--- src/rtl/core/lpr_pkg.sv ---
package lpr_pkg;

  localparam int TABLE_DEPTH = 64;
  localparam int ADDR_BYTES  = 4;
  localparam int BYTE_W      = 8;
  localparam int ADDR_W      = ADDR_BYTES * BYTE_W;
  localparam int LEN_W       = $clog2(ADDR_W + 1);
  localparam int CNT_W       = $clog2(TABLE_DEPTH + 1);
  localparam int INDEX_W     = 6;
  localparam int FIELD_W     = 8;

  localparam logic OP_WRITE  = 1'b0;
  localparam logic OP_LOOKUP = 1'b1;

  // For a write beat, mask/port/queue/dscp carry the new entry. For a lookup
  // beat, port/queue/dscp carry the best entry found so far and mask is unused.
  typedef struct packed {
    logic                op;
    logic [INDEX_W-1:0]  entry_index;
    logic [ADDR_W-1:0]   address;
    logic [ADDR_W-1:0]   mask;
    logic [FIELD_W-1:0]  port;
    logic [FIELD_W-1:0]  queue;
    logic [FIELD_W-1:0]  dscp;
    logic [LEN_W-1:0]    best_len;
  } beat_t;

  // Matched length of one entry: bytes are walked from the top and the walk
  // stops at the first zero mask byte. Any mismatch in the leading popcount
  // bits of a walked byte makes the whole length zero.
  function automatic logic [LEN_W-1:0] entry_match(input logic [ADDR_W-1:0] a,
                                                   input logic [ADDR_W-1:0] p,
                                                   input logic [ADDR_W-1:0] m);
    logic [LEN_W-1:0]  total;
    logic              stop;
    logic              fail;
    logic [BYTE_W-1:0] mb;
    logic [BYTE_W-1:0] x;
    logic [BYTE_W-1:0] top;
    logic [3:0]        n;
    total = '0;
    stop  = 1'b0;
    fail  = 1'b0;
    for (int j = 0; j < ADDR_BYTES; j++) begin
      mb = m[ADDR_W-1-BYTE_W*j -: BYTE_W];
      x  = (a[ADDR_W-1-BYTE_W*j -: BYTE_W] & mb) ^ p[ADDR_W-1-BYTE_W*j -: BYTE_W];
      n  = 4'd0;
      for (int k = 0; k < BYTE_W; k++) begin
        n = n + 4'(mb[k]);
      end
      top = 8'hFF << (4'd8 - n);
      if (!stop) begin
        if (mb == '0) begin
          stop = 1'b1;
        end else begin
          if ((x & top) != '0) begin
            fail = 1'b1;
          end
          total = total + LEN_W'(n);
        end
      end
    end
    return fail ? '0 : total;
  endfunction

endpackage

--- src/rtl/core/lpr_cell.sv ---
// One table entry. Each beat is registered here while adv is high; a write
// beat whose index matches loads the entry; an active cell compares lookups.
module lpr_cell (
  input  logic                      clk,
  input  logic                      rst_n,
  input  logic                      adv,
  input  logic [lpr_pkg::CNT_W-1:0] cell_idx,
  input  logic [lpr_pkg::CNT_W-1:0] cnt,
  input  logic                      in_valid,
  input  lpr_pkg::beat_t            beat_in,
  output logic                      out_valid,
  output lpr_pkg::beat_t            beat_out
);

  logic [lpr_pkg::ADDR_W-1:0]  prefix_r;
  logic [lpr_pkg::ADDR_W-1:0]  mask_r;
  logic [lpr_pkg::FIELD_W-1:0] port_r;
  logic [lpr_pkg::FIELD_W-1:0] queue_r;
  logic [lpr_pkg::FIELD_W-1:0] dscp_r;
  logic                        valid_r;
  lpr_pkg::beat_t              beat_r;
  lpr_pkg::beat_t              beat_nxt;
  logic [lpr_pkg::LEN_W-1:0]   len;
  logic                        hit_w;
  logic                        is_active;
  logic                        is_default;
  logic                        is_lookup;

  assign hit_w      = in_valid && (beat_in.op == lpr_pkg::OP_WRITE) &&
                      (32'(beat_in.entry_index) == 32'(cell_idx));
  assign is_lookup  = in_valid && (beat_in.op == lpr_pkg::OP_LOOKUP);
  assign is_active  = cell_idx < cnt;
  assign is_default = cell_idx == (cnt - 1'b1);
  assign len        = lpr_pkg::entry_match(beat_in.address, prefix_r, mask_r);

  always_comb begin
    beat_nxt = beat_in;
    if (is_lookup && is_active) begin
      if (len > beat_in.best_len) begin
        beat_nxt.best_len = len;
        beat_nxt.port     = port_r;
        beat_nxt.queue    = queue_r;
        beat_nxt.dscp     = dscp_r;
      end
      if (is_default && (beat_nxt.best_len == '0)) begin
        beat_nxt.port  = port_r;
        beat_nxt.queue = queue_r;
        beat_nxt.dscp  = dscp_r;
      end
    end
  end

  always_ff @(posedge clk) begin
    if (adv && hit_w) begin
      prefix_r <= beat_in.address;
      mask_r   <= beat_in.mask;
      port_r   <= beat_in.port;
      queue_r  <= beat_in.queue;
      dscp_r   <= beat_in.dscp;
    end
  end

  always_ff @(posedge clk) begin
    if (!rst_n) begin
      valid_r <= 1'b0;
    end else if (adv) begin
      valid_r <= in_valid;
    end
  end

  always_ff @(posedge clk) begin
    if (adv) begin
      beat_r <= beat_nxt;
    end
  end

  assign out_valid = valid_r;
  assign beat_out  = beat_r;

endmodule

--- config.mk ---
export PLATFORM = sky130hd
export DESIGN_NAME = lpr_cell
export DESIGN_NICKNAME = d
export VERILOG_FILES = /design/src/rtl/core/lpr_pkg.sv /design/src/rtl/core/lpr_cell.sv
export SDC_FILE = /design/constraint.sdc
export NUM_CORES = 1
export LEC_CHECK = 0
export ABC_CLOCK_PERIOD_IN_PS = 10000
export BUFFER_PORTS_ARGS = -buffer_cell sky130_fd_sc_hd__buf_4
export CAP_MARGIN = 10
export CORE_ASPECT_RATIO = 1.4
export CORE_MARGIN = 5
export CORE_UTILIZATION = 56
export CTS_BUF_LIST = sky130_fd_sc_hd__clkbuf_4 sky130_fd_sc_hd__clkbuf_8
export DETAILED_ROUTE_END_ITERATION = 16
export HOLD_SLACK_MARGIN = 0.15
export MAX_ROUTING_LAYER = met4
export PLACE_DENSITY = 0.8
export SLEW_MARGIN = 10
export SYNTH_ARGS = -nofsm -noshare
export SYNTH_HDL_FRONTEND = slang
export SYNTH_SLANG_ARGS = --single-unit
--- constraint.sdc ---
create_clock -name clk -period 10 [get_ports clk]
set_clock_uncertainty 0.1 [all_clocks]
set_input_delay 2 -clock clk [delete_from_list [all_inputs] [get_ports clk]]
set_output_delay 2 -clock clk [all_outputs]
set_load 0.01 [all_outputs]
Word-level counts from Yosys, hierarchy flattened
Cells that the tools add are included.
Storage, ports and cells
  register bits after elaboration: 190
  bits in latches: 0
  bits in writable memories: 0
  bits in read-only memories: 0
  input port bits: 119
  output and inout port bits: 102
  memories kept: 0
Operators by class
  add/sub/neg operators: 36
  multiply operators: 0
  divide/modulo/power cells: 0
  order comparisons: 2
  equal/unequal tests: 2
  shift operators: 4
  mux-type cells: 28
  bitwise logic cells: 13
  reductions and logical operators: 15
Operator list (count)
  2-to-1 mux 30 bit: 3
  adder 4 x 1 -> 4 bit: 16
  AND 8 bit: 8
  zero test 8 bit: 4
  nonzero test 8 bit: 4
  << shifter 8 x 4 -> 8 bit, first input constant: 4
  bitwise XOR 8 bit: 4
  2-to-1 mux 6 bit: 5
  2-to-1 mux 24 bit: 1
  adder 3 x 1 -> 4 bit: 4
  2-to-1 mux 1 bit: 16
  subtractor 4 bit, first input constant: 4
  adder 2 x 1 -> 3 bit: 4
  adder 6 x 4 -> 6 bit: 2
  2-to-1 mux 5 bit: 2
  adder 1 x 1 -> 2 bit: 4
  equality test 6 x 7 -> 1 bit: 1
  equality test 7 bit: 1
  less-than comparator 7 bit: 1
  subtractor 7 x 1 -> 7 bit, second input constant: 1
  > comparator 6 bit: 1
  logical AND 1 bit: 6
  zero test 6 bit: 1
  adder 4 x 4 -> 5 bit: 1
  2 further kinds: 2

Logic depth before layout (Yosys ltp)
Gate-level depths: netlist of run 1.
  depth in word-level cells: 30
  mapped depth: 37
  depth with buffers taken out: 35

Worst setup path after synthesis of run 1
No wires, ideal clock.
  path kind: in2reg
  start point: input cell_idx[2] in the netlist's numbering
  end point: register dscp_r[0] in the netlist's numbering, enable pin
  setup time: 642 ps
  data arrival time: 8402 ps
  required time: 9258 ps
  path slack: 856 ps
  stages: 4
  buffers on the path: 0
  path through: xor2_1 -> nor4_1 -> nand4_1 -> nor3_1
On the way
  longest elaborated chain between the ends: 3
RTL lines
  from (decl): RTL line lpr_cell.sv:7  | input logic [lpr_pkg::CNT_W-1:0] cell_idx,
  equality test 6 x 7 -> 1 bit: RTL line lpr_cell.sv:30  | (32'(beat_in.entry_index) == 32'(cell_idx));
  logical AND 1 bit: RTL line lpr_cell.sv:29  | assign hit_w = in_valid && (beat_in.op == lpr_pkg::OP_WRITE) &&
  logical AND 1 bit: RTL line lpr_cell.sv:54  | if (adv && hit_w) begin
  to (signal assigned): RTL line lpr_cell.sv:59  | dscp_r <= beat_in.dscp;
  to (decl): RTL line lpr_cell.sv:19  | logic [lpr_pkg::FIELD_W-1:0] dscp_r;
No other way between the ends.
A chain may end at the register's enable or synchronous reset.

==> metrics.txt, run 1 <==
RSZ-0062 raised after global routing=no; Crit-path slowest cell=and3_1; final hold violations=0; ant diodes=0; nets=1078; TritonCTS clock tree=done; Max Cap Viol=0; Bufs on Longest Clock Path=2; drt first pass iters=7; Rows=55; Starting Density=approximately 57%; PD cells=140 nW/um^2; dpl hpwl=approximately 16000 um; crit path DAT=around 8.9 ns; Fin Setup TNS=0 ns; CTS Buf Count=17; Worst Setup Slack post-DPL=1.20 ns; sequential-to-total area share from yosys stat=61.7%; CP max FO=24; antenna violations before repair=0; synthesized area=a little over 9000 um^2; Hold WS=approximately 0.38 ns; Slew headroom=between 15 and 20%; Synth warnings=0; drt wl/cell=~18 um; Critical Path RT=~10 ns; status=finished clean; # setup viols final=0; crit path time final=8.78 ns; Clock Tree Root=clkbuf_8; Post-Synth XOR/XNOR Area=under 10%; # Post-CTS Setup Buffers=0; Placer Congestion=approximately 0.89; Pleak=about 4.8 nW; post-synthesis adder-cell area fraction=a little under an eighth; main combinational cell family by area after synthesis=adder cells; Netlist cell types=62; I/O Buffers=220; Post-Route WL=roughly 20000 um; pin count of the biggest net entering global routing=60; ys flop type=edfxtp_1; global-route wire length before repair=approximately 32000 um; Clk Latency, worst-skew pair=between 0.4 and 0.5 ns; endpoint class of the critical path=register; Die H=approximately 160 um; Worst Hold Class=register to register; fin. max-slew vios=0; Worst Max-Slew Pin Slew=between 1 and 1.5 ns; synthesis-stage register bit count=190; DIE WIDTH=approximately 120 um; Post-synth EDFFs=189; GRT Total Usage=a little over a fifth; I/O pin total=221; post-route worst setup slack=around 1.2 ns; Post-route DRC=0; post-synthesis net count=between 800 and 900; vias=between 5000 and 6000; Syn Area/Cell=~14 um^2; drt initial violations=251; H-tree Lvls=4; share of post-route cells with drive strength above 1=approximately a third; Synth Area in Simple Gates=between 7 and 8%; Critical Path Most Common Cell=fa_1; Routed Antenna Nets=0; async set-or-reset flop fraction in the synthesized netlist=0%; mux share of post-synthesis cell area=under 10%; Reg clk slew, reported paths=between 0.1 and 0.15 ns; FMAX=~110 MHz; Peak supply drop=roughly 0.00015 V; Die Area=between 15000 and 20000 um^2; fillers=roughly 1100; grt total ovfl=0; TritonCTS sink count=between 150 and 200; Core ar.=around 16000 um^2; CP Launch Type=register; Synth Area in Compound Gates=~6.5%; Syn-to-layout area delta=25.1%; cts repair resizes=0; vias in the first global route=6516; Critical Path Max Stage Delay=about 1.0 ns; vias per cell=5.41; Tcrit/Tclk final=87.8%; Hold-fix buffers, CTS=0; Synth Instances=around 650; crit path kind=register to register
==> path summary, 6_finish.rpt <==
kind,from,slack (ns),endpoint,cells past startpoint
min reg2reg,out_valid,0.38,out_valid,2
min,out_valid,0.38,out_valid,2
max reg2reg,mask_r[27],1.22,beat_out[27],34
max,mask_r[27],1.22,beat_out[27],34
==> critical path: cells and delay by family, from the launching register on <==
| family | cells | cell delay (ns) |
|---|---|---|
| AO/OA/AOI/OAI | 11 | 1.73 |
| flip-flops | 1 | 0.45 |
| XOR/XNOR | 2 | 0.44 |
| adder cells (fa/ha/maj) | 9 | 3.34 |
| buffers and inverters | 4 | 0.32 |
| AND/OR/NAND/NOR | 7 | 1.72 |
| multiplexers | 1 | 0.44 |
==> per-layer routing <==
| metal | up-vias | part of all wire (%) | global-route usage (%) |
|---|---|---|---|
| li1 | 2819 | - | - |
| met1 | 2911 | 37 | 22.9 |
| met2 | 190 | 55 | 39.1 |
| met3 | 24 | 6.5 | 6.06 |
| met4 | 0 | 1.5 | 5.83 |
| met5 | - | 0 | - |
==> sequential cells by signal, summed over array words and instances (netlist names) <==
name       count
beat_out     101
queue_r        8
prefix_r      32
mask_r        32
dscp_r         8
port_r         8
out_valid      1
==> stage by stage <==
| step | area, um^2 | power (W) | cells | util (%) |
|---|---|---|---|---|
| finish | 11500 | 0.00162 | 1098 | 71.4 |
| global route | 11500 | 0.00168 | 1098 | 71.4 |
| CTS | 11500 | 0.00163 | 1098 | 71.4 |
| detailed placement | 11100 | 0.00112 | 1066 | 68.7 |
| global placement | 11100 | 0.00111 | 1066 | 68.7 |
| floorplan | 9230 | 0.00100 | 652 | - |
==> Yosys cell counts (3+ instances only) <==
library cell	instances	share of area, %
nor4b_1	3	0.28
nand4_1	3	0.20
mux2_2	24	2.9
ha_1	54	7.3
nor2b_1	6	0.41
inv_1	71	2.9
xnor2_1	27	2.6
a21o_1	8	0.65
fa_1	19	4.1
mux2i_1	5	0.54
and2_1	5	0.34
nor3_1	14	0.76
xor2_1	33	3.1
edfxtp_1	189	62
nand2_1	58	2.4
buf_4	3	0.24
o21ai_0	9	0.49
nand3_1	11	0.60
and3b_1	4	0.38
nor2_1	22	0.90
a211oi_1	6	0.49
buf_2	3	0.16
o31ai_1	5	0.41
o21a_1	3	0.24
a21boi_0	5	0.41
a21oi_1	16	0.87
o211ai_1	3	0.24
==> final cells by class <==
class	count	area (um^2)	area share [%]
repair buffers	223	1670	14.5
well taps	199	249	2.16
clock buffers	17	234	2.03
flip-flops and latches	190	5700	49.3
multi-input cells	383	3220	27.9
inverters	71	267	2.31
clock inverters	15	201	1.75
==> layout by cell type, fill, tap and decap left out, drive strengths merged, types with 3 or more instances in the layout <==
master | netlist | final
a21boi | 5 | 5
fa | 19 | 19
nor2b | 6 | 6
nand2 | 58 | 58
clkinv | 0 | 11
or2 | 3 | 3
buf | 7 | 223
and2 | 5 | 5
mux2i | 5 | 5
a41oi | 3 | 3
nand4 | 3 | 3
o21ai | 9 | 9
and3b | 4 | 4
o211ai | 4 | 4
xor2 | 33 | 33
ha | 54 | 54
inv | 71 | 73
o21a | 3 | 3
a21oi | 16 | 16
nor2 | 22 | 22
nand3 | 11 | 11
clkbuf | 1 | 17
nor4 | 3 | 3
o31ai | 5 | 5
a21o | 8 | 8
edfxtp | 189 | 189
xnor2 | 27 | 27
nor3 | 14 | 14
a211oi | 6 | 6
nor4b | 5 | 5
mux2 | 24 | 24
==> cells by family (layout without fill, tap and decap cells) <==
| logic type | after synthesis | after routing |
|---|---|---|
| multiplexers | 29 | 29 |
| AO/OA/AOI/OAI | 78 | 78 |
| adder cells (fa/ha/maj) | 73 | 73 |
| AND/OR/NAND/NOR | 143 | 143 |
| XOR/XNOR | 60 | 60 |
| buffers and inverters | 79 | 326 |
| flip-flops | 190 | 190 |
==> power by group <==
part	internal [W]	total [W]	leakage, nW	switching [W]
clock	0.000214	0.000517	0.211	0.000304
combinational	0.0000933	0.000179	2.83	0.0000858
sequential	0.000910	0.000919	1.79	0.00000909
total	0.00122	0.00161	4.83	0.000399
No activity file was read; power rests on OpenSTA's default activity.
==> run 2: changes to the inputs <==
--- a/config.mk
+++ b/config.mk
@@ -15,2 +15,3 @@
 export DETAILED_ROUTE_END_ITERATION = 16
+export GPL_TIMING_DRIVEN = 0
 export HOLD_SLACK_MARGIN = 0.15
--- a/constraint.sdc
+++ b/constraint.sdc
@@ -4,2 +4,2 @@
 set_output_delay 2 -clock clk [all_outputs]
-set_load 0.01 [all_outputs]
+set_load 0.02 [all_outputs]
==> metrics.txt, run 2 (synthesized netlist as in run 1, its figures left out) <==
post-route cell area=11600 um^2; crit path kind=register to register; fin. max-slew vios=0; drt first pass iters=4; # Post-CTS Setup Buffers=0; Combinational Power Share=between 10% and 20%; Sequential Area=between 5000 and 6000 um^2; FMAX=119 MHz; DIE WIDTH=118 um; Clk Latency, worst-skew pair=0.47 ns; Placer Congestion=roughly 0.85; most common cell after layout, fill and taps aside=buf_4; vias in the first global route=about 6500; grt total ovfl=0; Die Area=roughly 19000 um^2; CP Launch Type=register; I/O Buffers=220; Worst Hold Class=register to register; Fin Setup TNS=0 ns; Peak supply drop=0.000106 V; Die H=162 um; cts repair resizes=0; status=finished clean; Starting Density=approximately 57%; Post-route DRC=0; drt initial violations=312; Multi-input gate area=between 3000 and 4000 um^2; most frequent cells in the layout=buf_4, edfxtp_1, inv_1; Rows=between 50 and 60; crit path time final=about 8.4 ns; GRT Total Usage=21.1%; crit path DAT=around 8.6 ns; Reg clk slew, reported paths=roughly 0.11 ns; vias=5972; global-route wire length before repair=31500 um; I/O pin total=221; CP max FO=10; total design power=between 0.0015 and 0.002 W; CP top delay family=adder cells; Syn-to-layout area delta=26.0%; number of flip-flops under the largest register name=101; Pleak=approximately 4.9 nW; drt wl/cell=between 15 and 20 um; RSZ-0062 raised after global routing=no; Critical Path RT=between 10 and 15 ns; nets=~1100; Max Cap Viol=0; Worst Setup Slack post-DPL=about 1.6 ns; crit path buf inv count=6; Hold-fix buffers, CTS=0; Placed Area=about 11000 um^2; Internal=roughly 0.0012 W; Core ar.=16200 um^2; CTS Buf Count=17; antenna violations before repair=0; NetSw=roughly 0.00043 W; Bufs on Longest Clock Path=2; Tcrit/Tclk final=between 80% and 90%; vias per cell=roughly 5.4; fillers=roughly 1100; Worst Max-Slew Pin Slew=0.962 ns; # setup viols final=0; Routed Antenna Nets=0; Critical Path Max Stage Delay=approximately 0.56 ns; endpoint class of the critical path=register; Slew headroom=between 30% and 40%; Crit-path slowest cell=fa_1; share of post-route cells with drive strength above 1=between 30% and 40%; final hold violations=0; TritonCTS clock tree=done; Critical Path Most Common Cell=fa_1; dpl hpwl=approximately 15000 um; ant diodes=0; Sequential Power Share=56.6%; post-route worst setup slack=roughly 1.6 ns; TritonCTS sink count=190; Clock power frac=31.0%; H-tree Lvls=4; pin count of the biggest net entering global routing=about 100; Post-Route WL=~20000 um; Clock Tree Root=clkbuf_8; sw frac=around a quarter; PD cells=between 100 and 150 nW/um^2
==> run 2: cell types whose count changed in the layout (fill, tap and decap cells not counted), sizes merged <==
cell | previous run | this run
buf | 223 | 235
bufinv | 1 | 0
clkbuf | 17 | 18
clkinv | 11 | 7
clkinvlp | 1 | 2
inv | 73 | 77
==> run 2: power by group through the flow <==
stage	clock network, W	logic, W	registers, W
2_1_floorplan	0	0.0000493	0.000976
3_3_place_gp	0	0.000197	0.000936
3_5_place_dp	0	0.000203	0.000937
4_1_cts	0.000515	0.000203	0.000919
5_1_grt	0.000550	0.000216	0.000922
6_report	0.000502	0.000202	0.000919
==> run 2: worst register-to-register path: cells and delay by family, from the launching register on <==
| kind | cells | cell delay (ns) |
|---|---|---|
| adders and majority gates | 9 | 3.53 |
| buffers and inverters | 6 | 0.71 |
| and+or+nand+nor | 10 | 1.22 |
| DFF | 1 | 0.36 |
| xor gates and xnor gates | 2 | 0.47 |
| muxes | 1 | 0.36 |
| AOI/OAI and AO/OA | 9 | 1.46 |
==> run 2: metrics by stage <==
step / instances / hold WS (ns) / utilization (%)
2_1_floorplan: 652 / 0.423 / -
3_3_place_gp: 1071 / 0.367 / 68.8
3_5_place_dp: 1079 / 0.392 / 69.3
4_1_cts: 1111 / 0.410 / 71.9
5_1_grt: 1111 / 0.423 / 71.9
6_report: 1111 / 0.402 / 71.9
==> run 2: path summary, 6_finish.rpt <==
kind | start | to | slack, ns | cells past startpoint
min | out_valid | out_valid | 0.40 | 2
max reg2reg | mask_r[24] | beat_out[27] | 1.57 | 37
min reg2reg | out_valid | out_valid | 0.40 | 2
max | mask_r[24] | beat_out[27] | 1.57 | 37
==> run 2: layout make-up <==
| type | instances | share of cell area (%) |
|---|---|---|
| buffer | 8 | 0.387 |
| clock buffer | 17 | 2.01 |
| clock inverter | 15 | 1.51 |
| inverter | 71 | 2.29 |
| multi-input combinational | 383 | 27.7 |
| sequential | 190 | 49.0 |
| tap | 199 | 2.14 |
| timing repair buffer | 228 | 14.9 |
==> run 2: per-layer routing <==
| layer | vias up | wire [um] | track usage [%] |
|---|---|---|---|
| met4 | 0 | 282 | 6.81 |
| met5 | - | 0 | - |
| met1 | 2916 | 7240 | 22.4 |
| li1 | 2854 | - | - |
| met2 | 184 | 10900 | 37.7 |
| met3 | 18 | 1370 | 6.23 |
